--- src/tkpd_pkg.sv ---
// shared types and codes for the touch key press detector
`default_nettype none
package tkpd_pkg;

  localparam int MODE_W    = 2;
  localparam int KEY_W     = 2;
  localparam int READING_W = 16;
  localparam int TIME_W    = 32;
  localparam int CFG_W     = 32;
  localparam int CFG_IDX_W = 1;

  typedef enum logic [1:0] {
    MODE_TOUCH  = 2'd0,
    MODE_POLL   = 2'd1,
    MODE_STATUS = 2'd2,
    MODE_NONE   = 2'd3
  } mode_t;

  typedef enum logic [1:0] {
    ST_IDLE     = 2'd0,
    ST_PRESSED  = 2'd1,
    ST_LONG     = 2'd2,
    ST_RELEASED = 2'd3
  } key_state_t;

  typedef enum logic [CFG_IDX_W-1:0] {
    CFG_RELEASE_THRESHOLD = 1'b0,
    CFG_LONG_PRESS_MS     = 1'b1
  } cfg_index_t;

  localparam logic [READING_W-1:0] RELEASE_THRESHOLD_RST = 16'd50;
  localparam logic [TIME_W-1:0]    LONG_PRESS_MS_RST     = 32'd3000;

  typedef struct packed {
    logic [MODE_W-1:0]    mode;
    logic [KEY_W-1:0]     key;
    logic [READING_W-1:0] touch_reading;
    logic [TIME_W-1:0]    now_ms;
  } in_word_t;

  typedef struct packed {
    logic [KEY_W-1:0] key_out;
    logic [1:0]       key_state;
  } out_word_t;

endpackage
`default_nettype wire

--- src/touch_key_press_detector_top.sv ---
// touch key press detector: input register, update logic, result register
//
// usage:
//   in_valid/in_ready carry one word per key event: mode (touch, poll with
//   raw reading, status read), key index, reading and millisecond time.
//   out_valid/out_ready return one word per input word: the key and its state
//   (touch and poll give the state after the update, a status read gives the
//   state before a released key is cleared to idle).
//   cfg_we/cfg_index/cfg_wdata write release_threshold (index 0) and
//   long_press_ms (index 1); write them only while no word is in flight.
// path: an accepted word waits in the input register, then moves on to the
//   result register, where out_valid rises; the key state table is updated
//   as the word moves on.
// throughput: one word per cycle while the result is taken, with a
//   read-modify-write of the per-key state and press time registers.
// reset: all keys idle, press times zero, registers at 50 and 3000.
// stall: while out_ready is low the result holds; the input register still
//   takes one more word, then in_ready drops until the result is taken.
`default_nettype none
module touch_key_press_detector_top #(
  parameter int NUM_KEYS = 3
) (
  input  wire logic                              clk,
  input  wire logic                              rst_n,
  input  wire logic                              in_valid,
  output logic                                   in_ready,
  input  wire tkpd_pkg::in_word_t                in_data,
  output logic                                   out_valid,
  input  wire logic                              out_ready,
  output tkpd_pkg::out_word_t                    out_data,
  input  wire logic                              cfg_we,
  input  wire logic [tkpd_pkg::CFG_IDX_W-1:0]    cfg_index,
  input  wire logic [tkpd_pkg::CFG_W-1:0]        cfg_wdata
);

  logic [tkpd_pkg::READING_W-1:0] release_threshold_r;
  logic [tkpd_pkg::TIME_W-1:0]    long_press_ms_r;

  tkpd_pkg::in_word_t  in_r;
  logic                in_v_r;
  tkpd_pkg::out_word_t out_r;
  logic                out_v_r;

  tkpd_pkg::key_state_t          status_r   [NUM_KEYS];
  tkpd_pkg::key_state_t          status_nxt [NUM_KEYS];
  logic [tkpd_pkg::TIME_W-1:0]   ptime_r    [NUM_KEYS];
  logic [tkpd_pkg::TIME_W-1:0]   ptime_nxt  [NUM_KEYS];

  logic                          adv;
  logic                          key_ok;
  tkpd_pkg::key_state_t          cur;
  logic [tkpd_pkg::TIME_W-1:0]   cur_time;
  tkpd_pkg::key_state_t          new_state;
  logic [tkpd_pkg::TIME_W-1:0]   new_time;
  tkpd_pkg::key_state_t          rep_state;
  logic [tkpd_pkg::TIME_W-1:0]   elapsed;

  assign adv      = in_v_r && (!out_v_r || out_ready);
  assign in_ready = !in_v_r || adv;
  assign key_ok   = 32'(in_r.key) < 32'(NUM_KEYS);

  // select the addressed key
  always_comb begin
    cur      = tkpd_pkg::ST_IDLE;
    cur_time = '0;
    for (int k = 0; k < NUM_KEYS; k++) begin
      if (32'(in_r.key) == 32'(k)) begin
        cur      = status_r[k];
        cur_time = ptime_r[k];
      end
    end
  end

  assign elapsed = in_r.now_ms - cur_time;

  always_comb begin
    new_state = cur;
    new_time  = cur_time;
    rep_state = cur;
    case (tkpd_pkg::mode_t'(in_r.mode))
      tkpd_pkg::MODE_TOUCH: begin
        new_state = tkpd_pkg::ST_PRESSED;
        if (cur_time == '0) begin
          new_time = in_r.now_ms;
        end
        rep_state = tkpd_pkg::ST_PRESSED;
      end
      tkpd_pkg::MODE_POLL: begin
        if (cur == tkpd_pkg::ST_PRESSED || cur == tkpd_pkg::ST_LONG) begin
          if (in_r.touch_reading > release_threshold_r) begin
            new_state = tkpd_pkg::ST_RELEASED;
            new_time  = '0;
          end else if (elapsed > long_press_ms_r) begin
            new_state = tkpd_pkg::ST_LONG;
          end
        end
        rep_state = new_state;
      end
      tkpd_pkg::MODE_STATUS: begin
        if (cur == tkpd_pkg::ST_RELEASED) begin
          new_state = tkpd_pkg::ST_IDLE;
        end
      end
      default: begin
      end
    endcase
    if (!key_ok) begin
      rep_state = tkpd_pkg::ST_IDLE;
    end
  end

  always_comb begin
    for (int k = 0; k < NUM_KEYS; k++) begin
      status_nxt[k] = status_r[k];
      ptime_nxt[k]  = ptime_r[k];
      if (adv && key_ok && 32'(in_r.key) == 32'(k)) begin
        status_nxt[k] = new_state;
        ptime_nxt[k]  = new_time;
      end
    end
  end

  always_ff @(posedge clk) begin
    if (!rst_n) begin
      release_threshold_r <= tkpd_pkg::RELEASE_THRESHOLD_RST;
      long_press_ms_r     <= tkpd_pkg::LONG_PRESS_MS_RST;
    end else if (cfg_we) begin
      case (tkpd_pkg::cfg_index_t'(cfg_index))
        tkpd_pkg::CFG_RELEASE_THRESHOLD:
          release_threshold_r <= cfg_wdata[tkpd_pkg::READING_W-1:0];
        tkpd_pkg::CFG_LONG_PRESS_MS:
          long_press_ms_r <= cfg_wdata[tkpd_pkg::TIME_W-1:0];
        default: begin
        end
      endcase
    end
  end

  always_ff @(posedge clk) begin
    if (!rst_n) begin
      for (int k = 0; k < NUM_KEYS; k++) begin
        status_r[k] <= tkpd_pkg::ST_IDLE;
        ptime_r[k]  <= '0;
      end
    end else begin
      for (int k = 0; k < NUM_KEYS; k++) begin
        status_r[k] <= status_nxt[k];
        ptime_r[k]  <= ptime_nxt[k];
      end
    end
  end

  always_ff @(posedge clk) begin
    if (!rst_n) begin
      in_v_r  <= 1'b0;
      out_v_r <= 1'b0;
    end else begin
      if (in_ready) begin
        in_v_r <= in_valid;
      end
      if (adv) begin
        out_v_r <= 1'b1;
      end else if (out_ready) begin
        out_v_r <= 1'b0;
      end
    end
  end

  always_ff @(posedge clk) begin
    if (in_ready && in_valid) begin
      in_r <= in_data;
    end
    if (adv) begin
      out_r.key_out   <= in_r.key;
      out_r.key_state <= rep_state;
    end
  end

  assign out_valid = out_v_r;
  assign out_data  = out_r;

  // a touch on a real key always reports pressed
  a_touch_pressed: assert property (@(posedge clk) disable iff (!rst_n)
    adv && key_ok && in_r.mode == tkpd_pkg::MODE_TOUCH
    |=> out_r.key_state == tkpd_pkg::ST_PRESSED)
    else $error("touch did not report pressed");

  // keys outside the table report idle
  a_bad_key_idle: assert property (@(posedge clk) disable iff (!rst_n)
    out_v_r && 32'(out_r.key_out) >= 32'(NUM_KEYS)
    |-> out_r.key_state == tkpd_pkg::ST_IDLE)
    else $error("out of range key reported non-idle");

  // input side only stalls when the input register holds a word
  a_ready_stall: assert property (@(posedge clk) disable iff (!rst_n)
    !in_ready |-> in_v_r && out_v_r && !out_ready)
    else $error("input stalled without a blocked word");

  for (genvar g = 0; g < NUM_KEYS; g++) begin : g_chk
    // a released key never keeps a press time
    a_released_clear: assert property (@(posedge clk) disable iff (!rst_n)
      status_r[g] == tkpd_pkg::ST_RELEASED |-> ptime_r[g] == '0)
      else $error("released key holds a press time");
  end

endmodule
`default_nettype wire

--- config.mk ---
export PLATFORM = sky130hd
export DESIGN_NAME = touch_key_press_detector_top
export DESIGN_NICKNAME = d
export VERILOG_FILES = /design/src/tkpd_pkg.sv /design/src/touch_key_press_detector_top.sv
export SDC_FILE = /design/constraint.sdc
export NUM_CORES = 1
export LEC_CHECK = 0
export ABC_AREA = 1
export BUFFER_PORTS_ARGS = -buffer_cell sky130_fd_sc_hd__buf_2
export CORE_MARGIN = 2
export CORE_UTILIZATION = 58
export DETAILED_ROUTE_END_ITERATION = 8
export MAX_ROUTING_LAYER = met4
export PLACE_DENSITY = 0.88
export SLEW_MARGIN = 20
export SYNTH_ARGS = -nofsm -noshare
export SYNTH_HDL_FRONTEND = slang
export SYNTH_SLANG_ARGS = --single-unit
--- constraint.sdc ---
create_clock -name clk -period 4.5 [get_ports clk]
set_input_delay 1.125 -clock clk [delete_from_list [all_inputs] [get_ports clk]]
set_output_delay 1.125 -clock clk [all_outputs]
set_load 0.01 [all_outputs]
# Word-level counts from Yosys, hierarchy flattened
# Memory sizes are Yosys's and may differ from the RTL's.
# Cells that the tools add are included.
# classes
add_sub_neg,1
magnitude_cmp,3
n_eq_ne,7
n_mux,32
n_bitwise,7
reduce_logical,17
# ops
operator,count
$mux 32,12
$pmux 32 s2,1
$gt 32x32->1,1
$logic_not 32->1,1
$sub 32x32->32,1
$mux 2,13
$gt 16x16->1,1
$eq 2x2->1 const B,4
$eq 2x1->1 const B,3
$logic_and 1x1->1,6
$or 1x1->1,6
$pmux 2 s3,1
$logic_not 2->1,2
$mux 1,4
$pmux 2 s2,1
$reduce_and 2->1,2
$logic_or 1x1->1,3
$logic_not 1->1,2
$lt 2x2->1 const B,1
$reduce_bool 2->1,1
$not 1->1,1
# word_totals
reg_bits,106
ramBits,102
in_bits,90
memories,2
# memory_table
memory,words,word_bits,read_ports,rd_clocked_by_memory_dff,wr,line,rtl
ptime_r,3,32,3,0,3,touch_key_press_detector_top.sv:46,logic [tkpd_pkg::TIME_W-1:0] ptime_r [NUM_KEYS];
status_r,3,2,3,0,3,touch_key_press_detector_top.sv:44,tkpd_pkg::key_state_t status_r [NUM_KEYS];

# Logic depth before layout (Yosys ltp)
# Gate-level depths: netlist of run 1.
# logic_depth
depth_word,12
depth_mapped,34
mapped_depth_nobuf,33

# Worst setup path after synthesis of run 1
# OpenSTA, ideal clock, no wires.
# synth_timing
path_kind,reg-to-reg
from,register in_r[49] (netlist name)
to,"register out_r, in the netlist out_data[1] (data pin)"
arrival_time_ps,3419
t_required_ps,4236
setup_slack_ps,817
stages_incl_launch_ff,29
path_buffers,1
synth_period_minus_slack_ps,3683
path_cell_list,edfxtp_1 > inv_2 > clkbuf_1 > nand3_1 > nand2_1 > nor2_1 > ha_1 > nand2_1 > nor2_1 > nand4_1 > nand3b_1 > o21ai_0 > nand2_1 > nand2_1 > nand2_1 > nand2_1 > inv_1 > ha_1 > nand2_1 > nor2_1 > nand2_1 > nor2_1 > nand2_1 > nor3_1 > nor2_1 > nand2_1 > nand2_1 > nand2_1 > a21boi_0
# synth_between
elab_chain_len,10
word_cells_on_any_way,19
classes_between,1 x add/sub; 2 x order compare; 4 x eq/ne; 10 x mux; 2 x reduce/logical
# synth_lines
element,line,rtl
start: declaration,touch_key_press_detector_top.sv:39,tkpd_pkg::in_word_t in_r;
start signal: assignment,touch_key_press_detector_top.sv:171,in_r <= in_data;
$logic_not 2->1,touch_key_press_detector_top.sv:67,if (32'(in_r.key) == 32'(k)) begin
$mux 32 (3 in series),touch_key_press_detector_top.sv:67,
$sub 32x32->32,touch_key_press_detector_top.sv:74,assign elapsed = in_r.now_ms - cur_time;
$gt 32x32->1,touch_key_press_detector_top.sv:93,end else if (elapsed > long_press_ms_r) begin
$mux 2,touch_key_press_detector_top.sv:93,
$mux 2,touch_key_press_detector_top.sv:90,if (in_r.touch_reading > release_threshold_r) begin
$mux 2,touch_key_press_detector_top.sv:89,if (cur == tkpd_pkg::ST_PRESSED || cur == tkpd_pkg::ST_LONG) begin
$pmux 2 s2,touch_key_press_detector_top.sv:80,case (tkpd_pkg::mode_t'(in_r.mode))
end: declaration,touch_key_press_detector_top.sv:41,tkpd_pkg::out_word_t out_r;
# Parallel ways exist; a longest one is shown, timed or not.
# A chain may end at the register's enable or synchronous reset.

# Worst setup path after layout of run 1
# layout_timing
from,register in_r[48] (netlist name)
to,"register out_r, in the netlist out_data[0] (data pin)"
# The elaborated chain is that of the path after synthesis.

==> impl_results.md, run 1 <==
- Status: complete, no violations
- Final count of hold timing violations: 0
- CP Launch Point: in_r[48]
- Slowest-stage cell, CP: edfxtp_1
- Final net count: 2027
- R2r setup slk: ~0.27 ns
- Worst slew pin tran: 1.001 ns
- CTS clk-pin slew, worst paths: 0.06 ns
- Die X: 149.7 um
- Die Y: between 100 and 150 um
- Most used cell, CP: nand2_1
- Vias after detailed routing: 12214
- Synthesized area: 12310 um2
- Worst Setup EP: out_data[0]
- Worst R2R Start: in_r[48]
- Pwr Total: roughly 5.1 mW
- Mapped Cells: 1758
- Setup TNS: 0 ns
- Yosys Warn Count: 0
- Clock Latency Late Sink: 0.52 ns
- Crit path largest cell delay: 0.50 ns
- Required time worst endpoint: 4.77 ns
- Largest net degree at the start of global routing: 69
- WHS: 0.4581 ns
- CP endpoint kind: register
- Drt drc: 0
- WP data arrival: 4.50 ns
- Peak Freq: approximately 240 MHz
- CP startpoint kind: register
- Synthesized flop and latch total: 208
- WP buf/inv: 4
- Total I/O pin count: 96
- Vias in the first global route: roughly 11000
- Post-DRT Antenna Nets: 0
- CP Class: reg2reg
- Fin util: 0.6905
- Hold buffer count at CTS: 0
- Total CTS buffers: 22
- Vias per cell: roughly 5.7
- First drt pass iteration count: 6
- CTS root buf: clkbuf_16
- Buffers on Ports: 95
- Initial DRC count: 1425
- Crit path max-delay family: simple AND/OR/NAND/NOR gates
- Crit path depth: 27
- Max_cap viols: 0
- Core area: 20960 um2
- Final setup viols: 0
- Worst R2R End: out_data[0]
- Post-Place Setup Slack: -0.01405 ns
- Starting Density: 0.5875
- Min-delay worst type: reg2reg
- H-tree Lvls: 1
- Cell Rows: 53
- CTS tree: built
- Die ar.: 22410 um2
- Period minus WS final: 4.232 ns
- Worst vdd rail ir drop: 0.3570 mV
- CTS Buffer Depth: 3
- Antenna diode count: 0
- Routability cong.: about 1.0
- Slew HR: 0.3309
- Synth Net Count: 1930
- Area delta synth->final: 17.52%
- Max Fanout on Critical Path: 8
- Syn Area/Cell: 7.003 um2
- Final setup margin: 0.2680 ns
- Layout cells sized above 1: 0.1507
- Post-DP HPWL: ~24 mm
- Register area share after synthesis: 0.3837
- GRT overflow: 0
- Pins Over Slew Limit: 0
- Netlist cell types: 39
- Initial antenna violation count: 0
- Clk_skew: 0.01254 ns
- Num Clock Sinks: 208
- Post-DR wirelength/cell: 16.32 um
- Fin crit share: 0.9405
- Routed Wire Length: 35.03 mm
- First-pass GRT wire length: roughly 53 mm
- Power Dens Cells: 355.0 nW/um2
- GRT Overall Usage: 0.3023
- Worst r2r path cells: 27
- Static Leak: 7.008 nW
## metrics by stage
step / std cells / area, um2
after global placement: 2088 / 13080
final: 2146 / 14470
after CTS: 2128 / 13930
after detailed placement: 2088 / 13080
after global routing: 2146 / 14470
after floorplan: 1758 / 12310
## kinds of logic (layout without fill, tap and decap cells)
family                     count (synthesis)  count (layout)  synth area share
and+or+nand+nor                          777             779            0.2658
AOI/OAI and AO/OA                        340             340            0.1457
buffers and inverters                    329             440            0.1052
DFF                                      208             208            0.3837
adders and majority gates                 82              82           0.08394
xor gates and xnor gates                  22              22           0.01565
## repair_timing
action	4_1_cts	5_1_grt
buffers inserted	0	16
cloned	0	2
pin swaps	0	17
gates resized for setup	2	95
endpoints found under the setup margin	3	8
## layout by cell type, fill, tap and decap left out, types with 4 or more instances in the layout
cell       count
a21o_1         5
a21oi_1      157
a21oi_2       13
a31oi_1        6
buf_2         95
buf_4         44
buf_6          4
clkbuf_16     26
clkbuf_8       4
clkinv_2       6
dfxtp_1      152
edfxtp_1      56
ha_1          70
ha_4           8
inv_1        248
nand2_1      375
nand2_2       16
nand3_1      170
nand4_1       10
nor2_1       144
nor2_2        23
nor2_4        18
nor3_1        10
o211ai_1      10
o21a_1         8
o21ai_0      127
o21ai_1        4
xnor2_1        4
xor2_1        18
## worst min path at each step
stage | to | start | depth (start not counted)
3_5_place_dp | release_threshold_r[6] | release_threshold_r[6] | 2
4_1_cts | release_threshold_r[6] | release_threshold_r[6] | 2
5_1_grt | long_press_ms_r[16] | long_press_ms_r[16] | 2
3_3_place_gp | release_threshold_r[7] | release_threshold_r[7] | 2
6_report | release_threshold_r[6] | release_threshold_r[6] | 2
2_1_floorplan | out_data[2] | in_r[48] | 0
## final cells by class
class | count | area [um2]
multi-input combinational | 1223 | 6689
tap | 275 | 344.1
clock buffer | 32 | 714.4
fill | 1638 | 6486
inverter | 253 | 960.9
sequential | 208 | 4725
clock inverter | 8 | 115.1
timing repair buffer | 147 | 920.9
## per-layer routing
metal	part of all wire	GRT usage	vias to the layer above
met3	0.094	0.03628	120
met1	0.40	0.3895	5543
met4	0.042	0.1123	0
met2	0.46	0.4913	654
met5	0	-	-
li1	-	-	5897
## flip-flops by register name, summed over array words and instances (netlist names)
register             flops
long_press_ms_r         32
status_r                 6
release_threshold_r     16
out_data                 4
in_v_r                   1
in_r                    52
ptime_r                 96
out_valid                1
## synthesized netlist by cell type, drive strengths merged
| library cell | instances | area, um2 |
|---|---|---|
| a211oi | 1 | 7.510 |
| a21boi | 3 | 22.52 |
| a21o | 5 | 37.54 |
| a21oi | 170 | 850.8 |
| a2bb2oi | 2 | 17.52 |
| a31oi | 6 | 37.54 |
| and3 | 2 | 12.51 |
| buf | 23 | 143.9 |
| clkbuf | 53 | 198.9 |
| clkinv | 2 | 7.510 |
| dfxtp | 152 | 3043 |
| edfxtp | 56 | 1682 |
| fa | 1 | 20.02 |
| ha | 81 | 1013 |
| inv | 251 | 944.7 |
| nand2 | 392 | 1481 |
| nand3 | 173 | 865.8 |
| nand3b | 2 | 15.01 |
| nand4 | 10 | 62.56 |
| nor2 | 185 | 767.0 |
| nor3 | 11 | 55.05 |
| nor4 | 1 | 6.260 |
| o211ai | 10 | 75.07 |
| o21a | 8 | 60.06 |
| o21ai | 131 | 655.6 |
| o21bai | 4 | 30.03 |
| or3 | 1 | 6.260 |
| xnor2 | 4 | 35.03 |
| xor2 | 18 | 157.7 |
## tightest hold or removal path: stages (launching register included)
cell and delay, ns:
dfxtp_1 0.29, inv_1 0.06, a21oi_1 0.05
## power by group
group | total, mW | switching, mW | internal, mW
Sequential | 2.07 | 0.0496 | 2.02
Clock | 2.03 | 0.755 | 1.27
Combinational | 1.04 | 0.670 | 0.369
Note: power is estimated with default switching activity, not from simulation.
==> inputs of run 2 (changes only) <==
--- a/config.mk
+++ b/config.mk
@@ -11,2 +11,3 @@
 export CORE_UTILIZATION = 58
+export CTS_BUF_LIST = sky130_fd_sc_hd__clkbuf_16
 export DETAILED_ROUTE_END_ITERATION = 8
==> constraint.sdc (replaced) <==
create_clock -name clk -period 4.5 [get_ports clk]
set_input_delay 0.225 -clock clk [delete_from_list [all_inputs] [get_ports clk]]
set_output_delay 0.225 -clock clk [all_outputs]
set_load 0.01 [all_outputs]
==> impl_results.md, run 2 (synthesized netlist as in run 1, its figures left out) <==
- Status: complete, no violations
- Largest net degree at the start of global routing: 117
- Buffers on Ports: 95
- Antenna diode count: 0
- Final count of hold timing violations: 0
- Largest regs: ptime_r (96), in_r (52), long_press_ms_r (32)
- Final net count: 2118
- Vias after detailed routing: ~13000
- CTS tree: built
- GRT Overall Usage: 0.3434
- Power Dens Cells: 323.7 nW/um2
- Starting Density: 0.5875
- Num Clock Sinks: 208
- CP startpoint kind: register
- Slowest-stage cell, CP: edfxtp_1
- WP data arrival: 4.67 ns
- Die Y: 149.7 um
- Initial antenna violation count: 0
- Sw frac: 0.3182
- WP buf/inv: 6
- CTS clk-pin slew, worst paths: 0.06 ns
- Seq pwr share: 0.416
- Most used cell, CP: nand2_1
- Max Fanout on Critical Path: 19
- Die ar.: ~22000 um2
- Fin util: 0.7342
- Pwr Total: 4.980 mW
- Clock Latency Late Sink: roughly 0.53 ns
- Crit path largest cell delay: between 0.5 and 0.6 ns
- Cell Int Power: 3.395 mW
- Vias in the first global route: about 12000
- CTS root buf: clkbuf_16
- Total CTS buffers: 23
- Clk_skew: approximately 0.028 ns
- Fin crit share: 0.9735
- H-tree Lvls: 1
- Routability cong.: 1.019
- Initial DRC count: between 1500 and 2000
- Final setup viols: 0
- Top Layer Used: met4
- Total I/O pin count: 96
- Layout cells sized above 1: 0.1676
- Drt drc: 0
- DR WL met2: roughly 19 mm
- Clock share of power: 0.349
- Period minus WS final: between 4 and 5 ns
- Static Leak: about 7.4 nW
- First-pass GRT wire length: approximately 60 mm
- GRT overflow: 0
- Required time worst endpoint: 4.79 ns
- Pins Over Slew Limit: 0
- Commonest non-fill, non-tap cell in the layout: nand2_1
- Die X: approximately 150 um
- RSZ-0062 raised after global routing: true
- Routed Wire Length: 39.25 mm
- Number of flip-flops in the largest register: 96
- CP Class: reg2reg
- Worst vdd rail ir drop: 0.2709 mV
- Max_cap viols: 0
- Net Switching: approximately 1.6 mW
- Comb power frac: 0.235
- Cell Rows: 53
- Post-DP HPWL: 24.10 mm
- WL met1: 14.76 mm
- Area delta synth->final: 24.96%
- Post-DR wirelength/cell: around 18 um
- Commonest cells after routing, fill and taps aside: 369 x nand2_1, 252 x inv_1, 167 x nand3_1
- Crit path max-delay family: simple AND/OR/NAND/NOR gates
- First drt pass iteration count: 8
- Peak Freq: about 230 MHz
- CTS Buffer Depth: 3
- Core area: 20960 um2
- Worst slew pin tran: 1.117 ns
- Min-delay worst type: in2reg
- Met3 WL post-DR: 3.811 mm
- Post-DRT Antenna Nets: 0
- Vias per cell: 5.810
- CP endpoint kind: register
- Top reg by flops: ptime_r
- Slew HR: 0.2536
[run 2: cell count changes in the layout (fill, tap and decap cells not counted), moves of 5 or more]
cell | previous run | this run
dlygate4sd3_1 | 0 | 77
o21ai_0 | 127 | 121
buf_4 | 44 | 57
nand2_1 | 375 | 369
nor3_1 | 10 | 2
a21oi_1 | 157 | 151
nor3_2 | 1 | 8
nor2_1 | 144 | 137
a21oi_2 | 13 | 18
nor2_4 | 18 | 12
nor2_2 | 23 | 36
[run 2: layout make-up]
| cell class | count | area [um2] |
|---|---|---|
| multi-input combinational | 1221 | 6817 |
| fill | 1477 | 5570 |
| sequential | 208 | 4725 |
| timing repair buffer | 239 | 1867 |
| inverter | 253 | 955.9 |
| clock buffer | 23 | 575.6 |
| tap | 275 | 344.1 |
| clock inverter | 19 | 101.3 |
[run 2: power by group through the flow]
stage | clock network (mW) | registers (mW) | logic [mW]
global route | 1.81 | 2.08 | 1.28
global placement | 0 | 2.10 | 0.921
CTS | 1.73 | 2.06 | 1.01
floorplan | 0 | 2.09 | 0.683
detailed placement | 0 | 2.10 | 0.952
finish | 1.74 | 2.07 | 1.17
[run 2: metal layers]
metal  GRT usage  up-vias
met2      0.5906      827
met3     0.05457      186
li1            -     6081
met5           -        -
met4      0.1311        0
met1      0.4050     5909
[run 2: final timing paths]
kind	depth (start not counted)	slack, ns	from	end
worst max register to register	28	0.12	in_r[49]	out_data[0]
worst min register to register	2	0.46	long_press_ms_r[20]	long_press_ms_r[20]
worst min-delay path	3	0.01	cfg_wdata[24]	long_press_ms_r[24]
worst max-delay path	28	0.12	in_r[49]	out_data[0]
[run 2: repair_timing]
item / in CTS / in global routing
endpoints found under the setup margin: 3 / 8
setup buffers: 0 / 16
gates resized for setup: 1 / 137
cloned: 0 / 2
hold endpoints to repair: 82 / 0
pin swaps: 0 / 23
hold buffers: 77 / 0
[run 2: worst min-delay path, delay by kind of cell]
kind                   cells  cell delay, ns
buffers and inverters      1            0.07
AO/OA/AOI/OAI              2            0.18
[run 2: stage by stage]
stage | setup slack, ns | instance area, um2 | setup TNS (ns) | hold WS, ns | std cells
6_report | 0.1192 | 15380 | 0 | 0.01400 | 2238
5_1_grt | -0.1726 | 15380 | -0.5987 | 0.02904 | 2238
4_1_cts | 0.04005 | 14660 | 0 | 0.0004062 | 2220
3_5_place_dp | -0.08937 | 13210 | -0.1329 | 0.4032 | 2101
3_3_place_gp | -0.01279 | 13210 | -0.01279 | 0.4015 | 2101
2_1_floorplan | 0.8171 | 12310 | 0 | 0.3239 | 1758
